--- src/hw/rtl/pra_pkg.sv ---
// Package for the paired resource arbiter: field widths, status and kind codes,
// and the command and status structs between controller and datapath.
// No dependencies.
package pra_pkg;

    localparam int ID_W        = 3;
    localparam int STATUS_W    = 2;
    localparam int MAX_RESULTS = 5;
    localparam int GRANT_W     = $clog2(MAX_RESULTS + 1);

    localparam logic [STATUS_W-1:0] ST_GRANT = 2'd0;
    localparam logic [STATUS_W-1:0] ST_WAIT  = 2'd1;
    localparam logic [STATUS_W-1:0] ST_DROP  = 2'd2;

    localparam logic KIND_ACQ = 1'b0;
    localparam logic KIND_REL = 1'b1;

    typedef struct packed {
        logic load;
        logic acq;
        logic rel;
        logic take;
        logic skip;
        logic flush;
    } t_cmd;

    typedef struct packed {
        logic scan_more;
        logic elig;
        logic pend_valid;
        logic out_free;
    } t_stat;

endpackage

--- src/hw/rtl/pra_dp.sv ---
// Datapath of the paired resource arbiter: resource flags, wait list,
// scan position, pending grant and output register. Uses pra_pkg.
module pra_dp #(
    parameter int NUM_CLIENTS = 5
) (
    input  logic                          i_clk,
    input  logic                          i_rst_n,
    input  logic [pra_pkg::ID_W-1:0]      i_requester,
    input  logic [pra_pkg::ID_W-1:0]      i_first_resource,
    input  logic [pra_pkg::ID_W-1:0]      i_second_resource,
    input  pra_pkg::t_cmd                 i_cmd,
    output pra_pkg::t_stat                o_stat,
    input  logic                          i_out_ready,
    output logic                          o_out_valid,
    output logic [pra_pkg::STATUS_W-1:0]  o_out_status,
    output logic [pra_pkg::ID_W-1:0]      o_out_client,
    output logic                          o_out_last
);

    localparam int RW = ($clog2(NUM_CLIENTS + 1) > pra_pkg::ID_W) ?
                        $clog2(NUM_CLIENTS + 1) : pra_pkg::ID_W;
    localparam int FW = 1 << RW;
    localparam int IW = $clog2(NUM_CLIENTS);
    localparam int CW = $clog2(NUM_CLIENTS + 1);
    localparam logic [FW-1:0] FREE_INIT = FW'((FW'(1) << (NUM_CLIENTS + 1)) - FW'(2));
    localparam logic [RW-1:0] TOP_RES   = RW'(NUM_CLIENTS);

    logic [pra_pkg::ID_W-1:0]     r_who, n_who;
    logic [pra_pkg::ID_W-1:0]     r_ra, n_ra;
    logic [pra_pkg::ID_W-1:0]     r_rb, n_rb;
    logic [FW-1:0]                r_free, n_free;
    logic [pra_pkg::ID_W-1:0]     r_list [NUM_CLIENTS];
    logic [pra_pkg::ID_W-1:0]     n_list [NUM_CLIENTS];
    logic [CW-1:0]                r_count, n_count;
    logic [CW-1:0]                r_pos, n_pos;
    logic [pra_pkg::GRANT_W-1:0]  r_ngrant, n_ngrant;
    logic                         r_pend_valid, n_pend_valid;
    logic [pra_pkg::ID_W-1:0]     r_pend_client, n_pend_client;
    logic                         r_out_valid, n_out_valid;
    logic [pra_pkg::STATUS_W-1:0] r_out_status, n_out_status;
    logic [pra_pkg::ID_W-1:0]     r_out_client, n_out_client;
    logic                         r_out_last, n_out_last;

    logic [RW-1:0]                ra_e, rb_e, who_e, id_e, other_e;
    logic [pra_pkg::ID_W-1:0]     cur_id;
    logic [CW-1:0]                cnt_m1;
    logic                         who_ok, ra_ok, rb_ok, full, scan_more, out_free;

    assign ra_e      = RW'(r_ra);
    assign rb_e      = RW'(r_rb);
    assign who_e     = RW'(r_who);
    assign ra_ok     = (r_ra != '0) && (ra_e <= TOP_RES);
    assign rb_ok     = (r_rb != '0) && (rb_e <= TOP_RES);
    assign who_ok    = (r_who != '0) && (who_e <= TOP_RES);
    assign full      = (r_count >= CW'(NUM_CLIENTS));
    assign cur_id    = r_list[r_pos[IW-1:0]];
    assign id_e      = RW'(cur_id);
    assign other_e   = (id_e > RW'(1)) ? (id_e - RW'(1)) : TOP_RES;
    assign cnt_m1    = r_count - CW'(1);
    assign scan_more = (r_pos < r_count) &&
                       (r_ngrant < pra_pkg::GRANT_W'(pra_pkg::MAX_RESULTS));
    assign out_free  = !r_out_valid || i_out_ready;

    assign o_stat.scan_more  = scan_more;
    assign o_stat.elig       = scan_more && r_free[id_e] && r_free[other_e];
    assign o_stat.pend_valid = r_pend_valid;
    assign o_stat.out_free   = out_free;

    always_comb begin
        n_who         = r_who;
        n_ra          = r_ra;
        n_rb          = r_rb;
        n_free        = r_free;
        n_list        = r_list;
        n_count       = r_count;
        n_pos         = r_pos;
        n_ngrant      = r_ngrant;
        n_pend_valid  = r_pend_valid;
        n_pend_client = r_pend_client;
        n_out_valid   = r_out_valid && !i_out_ready;
        n_out_status  = r_out_status;
        n_out_client  = r_out_client;
        n_out_last    = r_out_last;

        if (i_cmd.load) begin
            n_who  = i_requester;
            n_ra   = i_first_resource;
            n_rb   = i_second_resource;
        end

        if (i_cmd.acq) begin
            n_out_valid  = 1'b1;
            n_out_client = r_who;
            n_out_last   = 1'b1;
            if (r_free[ra_e] && r_free[rb_e]) begin
                n_free[ra_e] = 1'b0;
                n_free[rb_e] = 1'b0;
                n_out_status = pra_pkg::ST_GRANT;
            end else if (!who_ok || full) begin
                n_out_status = pra_pkg::ST_DROP;
            end else begin
                n_list[r_count[IW-1:0]] = r_who;
                n_count                 = r_count + CW'(1);
                n_out_status            = pra_pkg::ST_WAIT;
            end
        end

        if (i_cmd.rel) begin
            if (ra_ok) begin
                n_free[ra_e] = 1'b1;
            end
            if (rb_ok) begin
                n_free[rb_e] = 1'b1;
            end
            n_pos        = '0;
            n_ngrant     = '0;
            n_pend_valid = 1'b0;
        end

        if (i_cmd.take) begin
            n_free[id_e]    = 1'b0;
            n_free[other_e] = 1'b0;
            for (int i = 0; i < NUM_CLIENTS - 1; i++) begin
                if ((CW'(i) >= r_pos) && (CW'(i + 1) < r_count)) begin
                    n_list[i] = r_list[i + 1];
                end
            end
            n_list[cnt_m1[IW-1:0]] = '0;
            n_count  = cnt_m1;
            n_ngrant = r_ngrant + pra_pkg::GRANT_W'(1);
            if (r_pend_valid) begin
                n_out_valid  = 1'b1;
                n_out_status = pra_pkg::ST_GRANT;
                n_out_client = r_pend_client;
                n_out_last   = 1'b0;
            end
            n_pend_valid  = 1'b1;
            n_pend_client = cur_id;
        end

        if (i_cmd.skip) begin
            n_pos = r_pos + CW'(1);
        end

        if (i_cmd.flush) begin
            n_out_valid  = 1'b1;
            n_out_status = pra_pkg::ST_GRANT;
            n_out_client = r_pend_client;
            n_out_last   = 1'b1;
            n_pend_valid = 1'b0;
        end
    end

    always_ff @(posedge i_clk) begin
        if (!i_rst_n) begin
            r_free       <= FREE_INIT;
            r_count      <= '0;
            r_pos        <= '0;
            r_ngrant     <= '0;
            r_pend_valid <= 1'b0;
            r_out_valid  <= 1'b0;
        end else begin
            r_free       <= n_free;
            r_count      <= n_count;
            r_pos        <= n_pos;
            r_ngrant     <= n_ngrant;
            r_pend_valid <= n_pend_valid;
            r_out_valid  <= n_out_valid;
        end
    end

    always_ff @(posedge i_clk) begin
        r_who         <= n_who;
        r_ra          <= n_ra;
        r_rb          <= n_rb;
        r_list        <= n_list;
        r_pend_client <= n_pend_client;
        r_out_status  <= n_out_status;
        r_out_client  <= n_out_client;
        r_out_last    <= n_out_last;
    end

    assign o_out_valid  = r_out_valid;
    assign o_out_status = r_out_status;
    assign o_out_client = r_out_client;
    assign o_out_last   = r_out_last;

endmodule

--- src/hw/rtl/pra_ctrl.sv ---
// Controller of the paired resource arbiter: sequences acquire, release
// and wait-list scan steps. Uses pra_pkg.
module pra_ctrl (
    input  logic           i_clk,
    input  logic           i_rst_n,
    input  logic           i_in_valid,
    input  logic           i_in_kind,
    output logic           o_in_ready,
    input  pra_pkg::t_stat i_stat,
    output pra_pkg::t_cmd  o_cmd
);

    localparam logic [1:0] S_IDLE = 2'd0;
    localparam logic [1:0] S_ACQ  = 2'd1;
    localparam logic [1:0] S_REL  = 2'd2;
    localparam logic [1:0] S_SCAN = 2'd3;

    logic [1:0] r_state, n_state;

    always_comb begin
        n_state    = r_state;
        o_cmd      = '0;
        o_in_ready = 1'b0;
        unique case (r_state)
            S_IDLE: begin
                o_in_ready = 1'b1;
                if (i_in_valid) begin
                    o_cmd.load = 1'b1;
                    n_state    = (i_in_kind == pra_pkg::KIND_REL) ? S_REL : S_ACQ;
                end
            end
            S_ACQ: begin
                if (i_stat.out_free) begin
                    o_cmd.acq = 1'b1;
                    n_state   = S_IDLE;
                end
            end
            S_REL: begin
                o_cmd.rel = 1'b1;
                n_state   = S_SCAN;
            end
            S_SCAN: begin
                if (i_stat.scan_more) begin
                    if (!i_stat.elig) begin
                        o_cmd.skip = 1'b1;
                    end else if (!i_stat.pend_valid || i_stat.out_free) begin
                        o_cmd.take = 1'b1;
                    end
                end else if (!i_stat.pend_valid) begin
                    n_state = S_IDLE;
                end else if (i_stat.out_free) begin
                    o_cmd.flush = 1'b1;
                    n_state     = S_IDLE;
                end
            end
        endcase
    end

    always_ff @(posedge i_clk) begin
        if (!i_rst_n) begin
            r_state <= S_IDLE;
        end else begin
            r_state <= n_state;
        end
    end

endmodule

--- src/hw/rtl/paired_resource_arbiter.sv ---
// Top level of the paired resource arbiter: stream ports, controller and datapath.
// Depends on pra_pkg, pra_ctrl and pra_dp.
//
//  channel   direction  tdata                                 tuser     tlast
//  s_axis    in         [2:0] requester, [5:3] first_resource, [0] kind  -
//                       [8:6] second_resource
//  m_axis    out        [2:0] client                          [1:0] status  last
//
// An acquire is loaded, then its result is written to the output register once
// that is free; no request is taken before then. A release frees its resources, then
// the scan steps one wait entry a cycle, granted or not, but a grant may stall.
// Reset is synchronous, active low: all resources free, wait list empty.
// A full output register stalls the controller on the next result.
module paired_resource_arbiter #(
    parameter int NUM_CLIENTS = 5
) (
    input  logic        i_clk,
    input  logic        i_rst_n,
    input  logic        s_axis_tvalid,
    output logic        s_axis_tready,
    input  logic [15:0] s_axis_tdata,   // requester, first_resource, second_resource
    input  logic [0:0]  s_axis_tuser,   // kind
    output logic        m_axis_tvalid,
    input  logic        m_axis_tready,
    output logic [7:0]  m_axis_tdata,   // client
    output logic [1:0]  m_axis_tuser,   // status
    output logic        m_axis_tlast
);

    pra_pkg::t_cmd  cmd;
    pra_pkg::t_stat stat;
    logic [pra_pkg::ID_W-1:0] out_client;

    pra_ctrl u_ctrl (
        .i_clk      (i_clk),
        .i_rst_n    (i_rst_n),
        .i_in_valid (s_axis_tvalid),
        .i_in_kind  (s_axis_tuser[0]),
        .o_in_ready (s_axis_tready),
        .i_stat     (stat),
        .o_cmd      (cmd)
    );

    pra_dp #(
        .NUM_CLIENTS (NUM_CLIENTS)
    ) u_dp (
        .i_clk             (i_clk),
        .i_rst_n           (i_rst_n),
        .i_requester       (s_axis_tdata[2:0]),
        .i_first_resource  (s_axis_tdata[5:3]),
        .i_second_resource (s_axis_tdata[8:6]),
        .i_cmd             (cmd),
        .o_stat            (stat),
        .i_out_ready       (m_axis_tready),
        .o_out_valid       (m_axis_tvalid),
        .o_out_status      (m_axis_tuser),
        .o_out_client      (out_client),
        .o_out_last        (m_axis_tlast)
    );

    assign m_axis_tdata = {5'b0, out_client};

endmodule

--- config.mk ---
export PLATFORM = sky130hd
export DESIGN_NAME = paired_resource_arbiter
export DESIGN_NICKNAME = d
export VERILOG_FILES = /design/src/hw/rtl/pra_pkg.sv /design/src/hw/rtl/pra_dp.sv /design/src/hw/rtl/pra_ctrl.sv /design/src/hw/rtl/paired_resource_arbiter.sv
export SDC_FILE = /design/constraint.sdc
export NUM_CORES = 1
export LEC_CHECK = 0
export CAP_MARGIN = 20
export CORE_MARGIN = 1.5
export CORE_UTILIZATION = 50
export DETAILED_ROUTE_END_ITERATION = 8
export DONT_BUFFER_PORTS = 1
export PLACE_DENSITY = 0.7
export RECOVER_POWER = 100
export SLEW_MARGIN = 15
export SYNTH_ARGS = -nofsm -noshare
export SYNTH_HDL_FRONTEND = slang
export SYNTH_SLANG_ARGS = --single-unit
--- constraint.sdc ---
create_clock -name i_clk -period 11.4 [get_ports i_clk]
set_clock_uncertainty 0.2 [all_clocks]
set_input_delay 0.57 -clock i_clk [delete_from_list [all_inputs] [get_ports i_clk]]
set_output_delay 0.57 -clock i_clk [all_outputs]
set_load 0.01 [all_outputs]
==> results.ini, run 1 <==
[outcome]
status = complete, no violations

[synthesis]
postSynthAreaPerCell_um2 = 8.601
yosysSeqAreaShare_pct = 32.48
synthTopCellsByArea = dfxtp_1 23%, edfxtp_1 9.7%, mux2i_1 6.0%
ys.flop_type = dfxtp_1
yosys-top-cells-count = 42 x dfxtp_1, 37 x nand2_1, 32 x nor2_1
syn_inst = 430
synth-seq-cells = 54
synth_edf_count = 12
yosys.area.top_type_share_pct = 22.73
syn_area_um2 = 3699
ys_types = 73
synth_most_common_cell = dfxtp_1
synthArstFlopShare_pct = 0
yosysWarnings = 0
yosysTopAreaCell = dfxtp_1

[placement]
dp_cells = 502
port_buffers = 0
dp.final_hpwl_um = 6460
gp_congestion = 0.9217
pre_cts_slack_ns = 6.682
placed_area_um2 = 3660

[drt]
ant_nets = 0
vias_per_cell = 6.233
drc_errors = 0
post_drt_wl_per_cell_um = 17.09
routed_wl_um = 8715
drt_iter0_markers = 320
vias = 3179
firstDrtPassIters = 5

[global_routing]
antenna_found_initial = 0
grt_pass1_vias = 2787
globalRouteTotalUtil_pct = 22.75
grt_max_degree = 28
grt_pass1_wl_um = 13970
overflow = 0

[sta]
max_freq_mhz = 162.9
slew_violations = 0
hold_viol = 0
setup-violations-final = 0
finalSetupTns_ns = 0
layout_setup_ws_ns = 5.262
worst_pin_slew_ns = 1.036
fin_crit_sh_pct = 53.84
max_slew_margin_pct = 30.19
rsz0062_at_grt = no
period_needed_ns = 6.138

[worst_hold_path]
hold_depth = 1
hold_end = u_dp.r_free[5]
hp-class = in2reg
min_from = i_rst_n

[pwr]
powerDensity_nw_per_um2 = 169.3
ir_worst_vdd_mv = 0.08751
p_leak_nw = 1.282

[clocking]
cts-root-buf = clkbuf_8
cts-hold-fix-buffers = 0
cts_resized = 0
postCtsSetupBuffers = 0
clk_latency_ns = 0.31
clock_sinks = 54
cts_buffer_depth = 2
cts_max_level = 2
cts_tree = built
cts.clk_slew.worst_paths_ns = 0.10
cts_made_buffers = 5

[layout]
layout-drive-gt1-share_pct = 7.543
final_net_count = 442
diodes = 0
syn_to_final_growth_pct = -0.5074
design_area_um2 = 3680
nFillCells = 719
instances_no_fill = 510
utilization_pct = 51.01

[setup_path]
r2r-end = u_dp.o_out_client[0]
ff2ff_setup_slack_ns = 5.26
cp-end-kind = register
crit_type = reg2reg
crit_path_start_kind = register
crit_fanout = 20
reg2reg_depth = 13
rr_startpoint = u_dp.r_pos[2]
required_ns = 11.40
cp.arrival_ns = 6.14

[floorplanning]
ios = 34
die_h_um = 89.01
start_util_pct = 51.27
core_area_um2 = 7214
dieArea_um2 = 7922
num_rows = 31
die_w_um = 89.01

[flow_run]
drv_cap = 0

-- registers in the layout, indices dropped and copies added (netlist names), 2 cells and up --
register,cells
u_dp.r_ra,3
u_dp.r_rb,3
u_dp.o_out_client,3
u_dp.r_pos,3
u_ctrl.r_state,2
u_dp.r_count,3
u_dp.r_pend_client,3
u_dp.o_out_status,2
u_dp.r_who,3
u_dp.r_free,8
u_dp.r_list,15
u_dp.r_ngrant,3
-- report_power, final --
| part | internal [mW] | leakage [nW] | switching (mW) |
|---|---|---|---|
| registers | 0.219 | 0.456 | 0.0251 |
| logic | 0.0974 | 0.778 | 0.168 |
| clock network | 0.0504 | 0.0489 | 0.0629 |
| total | 0.366 | 1.28 | 0.256 |
-- layer usage --
layer	routed length [um]	GRT usage (%)
met3	598	3.786
met1	4025	32.84
met2	3936	35.06
met4	155	6.713
met5	0	0
-- worst max-delay path: stages, from the launching register on --
cell,delay [ns]
dfxtp_1,0.70
mux2_1,0.39
a221oi_1,0.35
clkbuf_1,0.71
inv_1,0.44
ha_1,0.43
a21boi_0,0.17
and2_0,0.26
a211o_1,0.26
o211ai_1,0.24
o2111a_1,0.31
nand4_1,0.24
o21ai_0,0.89
mux2_2,0.42
-- worst max path at each step --
stage	slack, ns	end	from	depth (start not counted)
6_report	5.26	u_dp.o_out_client[0]	u_dp.r_pos[2]	13
2_1_floorplan	7.66	u_dp.o_out_client[0]	u_dp.r_pos[1]	15
5_1_grt	4.96	u_dp.o_out_client[0]	u_dp.r_pos[2]	13
3_3_place_gp	6.75	u_dp.r_list[14]	u_dp.r_pos[2]	13
4_1_cts	6.66	u_dp.r_list[9]	u_dp.r_pos[2]	13
3_5_place_dp	6.68	u_dp.r_list[9]	u_dp.r_pos[2]	13
-- per-stage QoR --
step                      hold slack [ns]  total power [mW]
final                              0.1503            0.6228
after global routing               0.1421            0.6657
after CTS                          0.1419            0.6322
after detailed placement           0.2584            0.5200
after global placement             0.2536            0.5146
after floorplan                    0.2477            0.4752
-- cells in the final DEF (no fill, tap or decap), types with 6 or more instances in the layout --
cell type | Yosys | routed
clkbuf_8 | 0 | 6
or3_1 | 10 | 12
ha_1 | 11 | 11
nor2_1 | 32 | 32
nand3_1 | 19 | 19
o21ai_0 | 22 | 23
a21oi_1 | 28 | 31
a22oi_1 | 10 | 10
edfxtp_1 | 12 | 12
a31oi_1 | 6 | 6
mux2i_1 | 22 | 22
nor3_1 | 15 | 15
nand2_1 | 37 | 38
o21ai_1 | 8 | 8
inv_1 | 12 | 13
nand2b_1 | 7 | 7
dfxtp_1 | 42 | 42
mux2_2 | 7 | 6
o311a_1 | 6 | 6
-- area by class of cell --
cell class / count / area (um^2) / share of cell area (%)
inverters: 16 / 65.06 / 1.768
repair buffers: 1 / 3.754 / 0.1020
well taps: 99 / 123.9 / 3.366
clock buffers: 7 / 86.33 / 2.346
multi-input cells: 332 / 2191 / 59.54
flip-flops and latches: 54 / 1201 / 32.64
clock inverters: 1 / 8.758 / 0.2380
-- logic make-up (layout without fill, tap and decap cells) --
logic type      after synthesis  in the layout  share of synthesized area [%]
compound gates              122            122                          23.82
xor+xnor                      2              2                         0.4737
fa+ha+maj                    11             11                          3.721
buf+inv                      48             25                          6.766
flops                        54             54                          32.48
mux                          32             32                          9.709
other cells                   1              5                         0.1014
simple gates                160            160                          22.94
(Power assumes the default switching activity.)
==> run 2, diff against run 1 <==
clock period = 6.1 ns   (was 11.4 ns; I/O delays follow)
==> results.ini, run 2 (synthesized netlist as in run 1, its figures left out) <==
[clocking]
clock_sinks = 54
cts_made_buffers = 5
cts_max_level = 2
clk_latency_ns = 0.31
cts_tree = built
cts_buffer_depth = 2
cts.clk_slew.worst_paths_ns = 0.10
cts-root-buf = clkbuf_8
postCtsSetupBuffers = 0

[sta]
finalSetupTns_ns = 0
max_freq_mhz = 195.1
worst_pin_slew_ns = 0.9528
max_slew_margin_pct = 35.89
setup-violations-final = 0
slew_violations = 0
layout_setup_ws_ns = 0.9739
period_needed_ns = 5.126
hold_viol = 0
whs_ns = 0.03485
rsz0062_at_grt = no
fin_crit_sh_pct = 84.04

[global_routing]
globalRouteTotalUtil_pct = 24.53
grt_max_degree = 27
overflow = 0
grt_pass1_wl_um = 15020
antenna_found_initial = 0
grt_pass1_vias = 2991

[layout]
largest_reg_flops = 15
diodes = 0
final_net_count = 452
syn_to_final_growth_pct = 2.165
final_common_cell = dfxtp_1
reg.largest.list = u_dp.r_list: 15 flops, u_dp.r_free: 8 flops
final_cell_mix = 42 x dfxtp_1, 37 x nand2_1, 32 x nor2_1, 32 x a21oi_1
instances_no_fill = 520
regMostFlops = u_dp.r_list
utilization_pct = 52.38
design_area_um2 = 3779
layout-drive-gt1-share_pct = 8.076

[setup_path]
startpoint = u_dp.r_pos[2]
rr_startpoint = u_dp.r_pos[2]
cp-end-kind = register
r2r-end = u_dp.r_count[0]
crit_path_start_kind = register
crit_fanout = 22
required_ns = 6.11
reg2reg_depth = 13
cp.arrival_ns = 5.14
ff2ff_setup_slack_ns = 0.97
crit_type = reg2reg

[placement]
gp_congestion = 0.9064
placed_area_um2 = 3660
dp_cells = 502
pre_cts_slack_ns = 1.444
dp.final_hpwl_um = 6529
port_buffers = 0

[pwr]
powerDensity_nw_per_um2 = 308.0
p_clk_share_pct = 17.4
power_frac_seq_pct = 39.2
sw_frac_of_total_pct = 41.60
internal_power_uw = 679.7
p_leak_nw = 1.328
switchingPower_uw = 484.3
power_frac_comb_pct = 43.4
ir_worst_vdd_mv = 0.1338
p_total_mw = 1.164

[floorplanning]
core_area_um2 = 7214
num_rows = 31
die_w_um = 89.01
ios = 34
die_h_um = 89.01
start_util_pct = 51.27
dieArea_um2 = 7922

[worst_hold_path]
hold_depth = 3
min_from = m_axis_tready
hp-class = in2reg
hold_end = u_ctrl.r_state[1]

[drt]
ant_nets = 0
vias = 3238
drt_iter0_markers = 373
routed_wl_um = 9099
post_drt_wl_per_cell_um = 17.50
drc_errors = 0
firstDrtPassIters = 5
vias_per_cell = 6.227

[flow_run]
drv_cap = 0

[outcome]
status = complete, no violations

run 2: worst max-delay path by stage:
stage          slack (ns)                   end  cells after the start
3_3_place_gp         1.46       u_dp.r_list[12]                     13
2_1_floorplan        2.36  u_dp.o_out_client[0]                     15
4_1_cts              1.40        u_dp.r_list[9]                     13
6_report             0.97       u_dp.r_count[0]                     13
3_5_place_dp         1.44       u_dp.r_list[10]                     13
5_1_grt              0.64       u_dp.r_count[0]                     13
run 2: layout make-up:
class	count	area, um^2
clock buffers	6	72.57
clock inverters	2	13.76
fillers	718	3436
inverters	16	65.06
multi-input cells	332	2195
flip-flops and latches	54	1201
well taps	99	123.9
repair buffers	11	107.6
run 2: what timing repair did:
item / 4_1_cts / 5_1_grt
hold buffers: 10 / 0
resized for setup: 0 / 0
endpoints found under the hold margin: 30 / 0
run 2: power groups by stage:
stage	Sequential [mW]	Combinational, mW	Clock, mW
6_report	0.456	0.506	0.202
5_1_grt	0.464	0.558	0.217
4_1_cts	0.456	0.512	0.208
3_5_place_dp	0.464	0.503	0
3_3_place_gp	0.463	0.501	0
2_1_floorplan	0.440	0.449	0
run 2: routing by layer:
layer / track usage, % / up-vias / wire, um
met1: 35.30 / 1517 / 4108
met5: 0 / - / 0
met3: 3.693 / 19 / 651
met4: 7.552 / 0 / 165
met2: 38.09 / 140 / 4174
li1: - / 1562 / -
run 2: worst max-delay path, stage by stage (launching register included):
cell and delay [ns]:
dfxtp_1 0.70, mux2_2 0.40, a22oi_1 0.20, and2_0 0.66, ha_1 0.46, a21boi_0 0.26, and2_0 0.30, nor3_1 0.08
o221ai_1 0.30, and4_1 0.33, nand2_2 0.30, inv_1 0.54, nor3_1 0.11, o21a_1 0.18
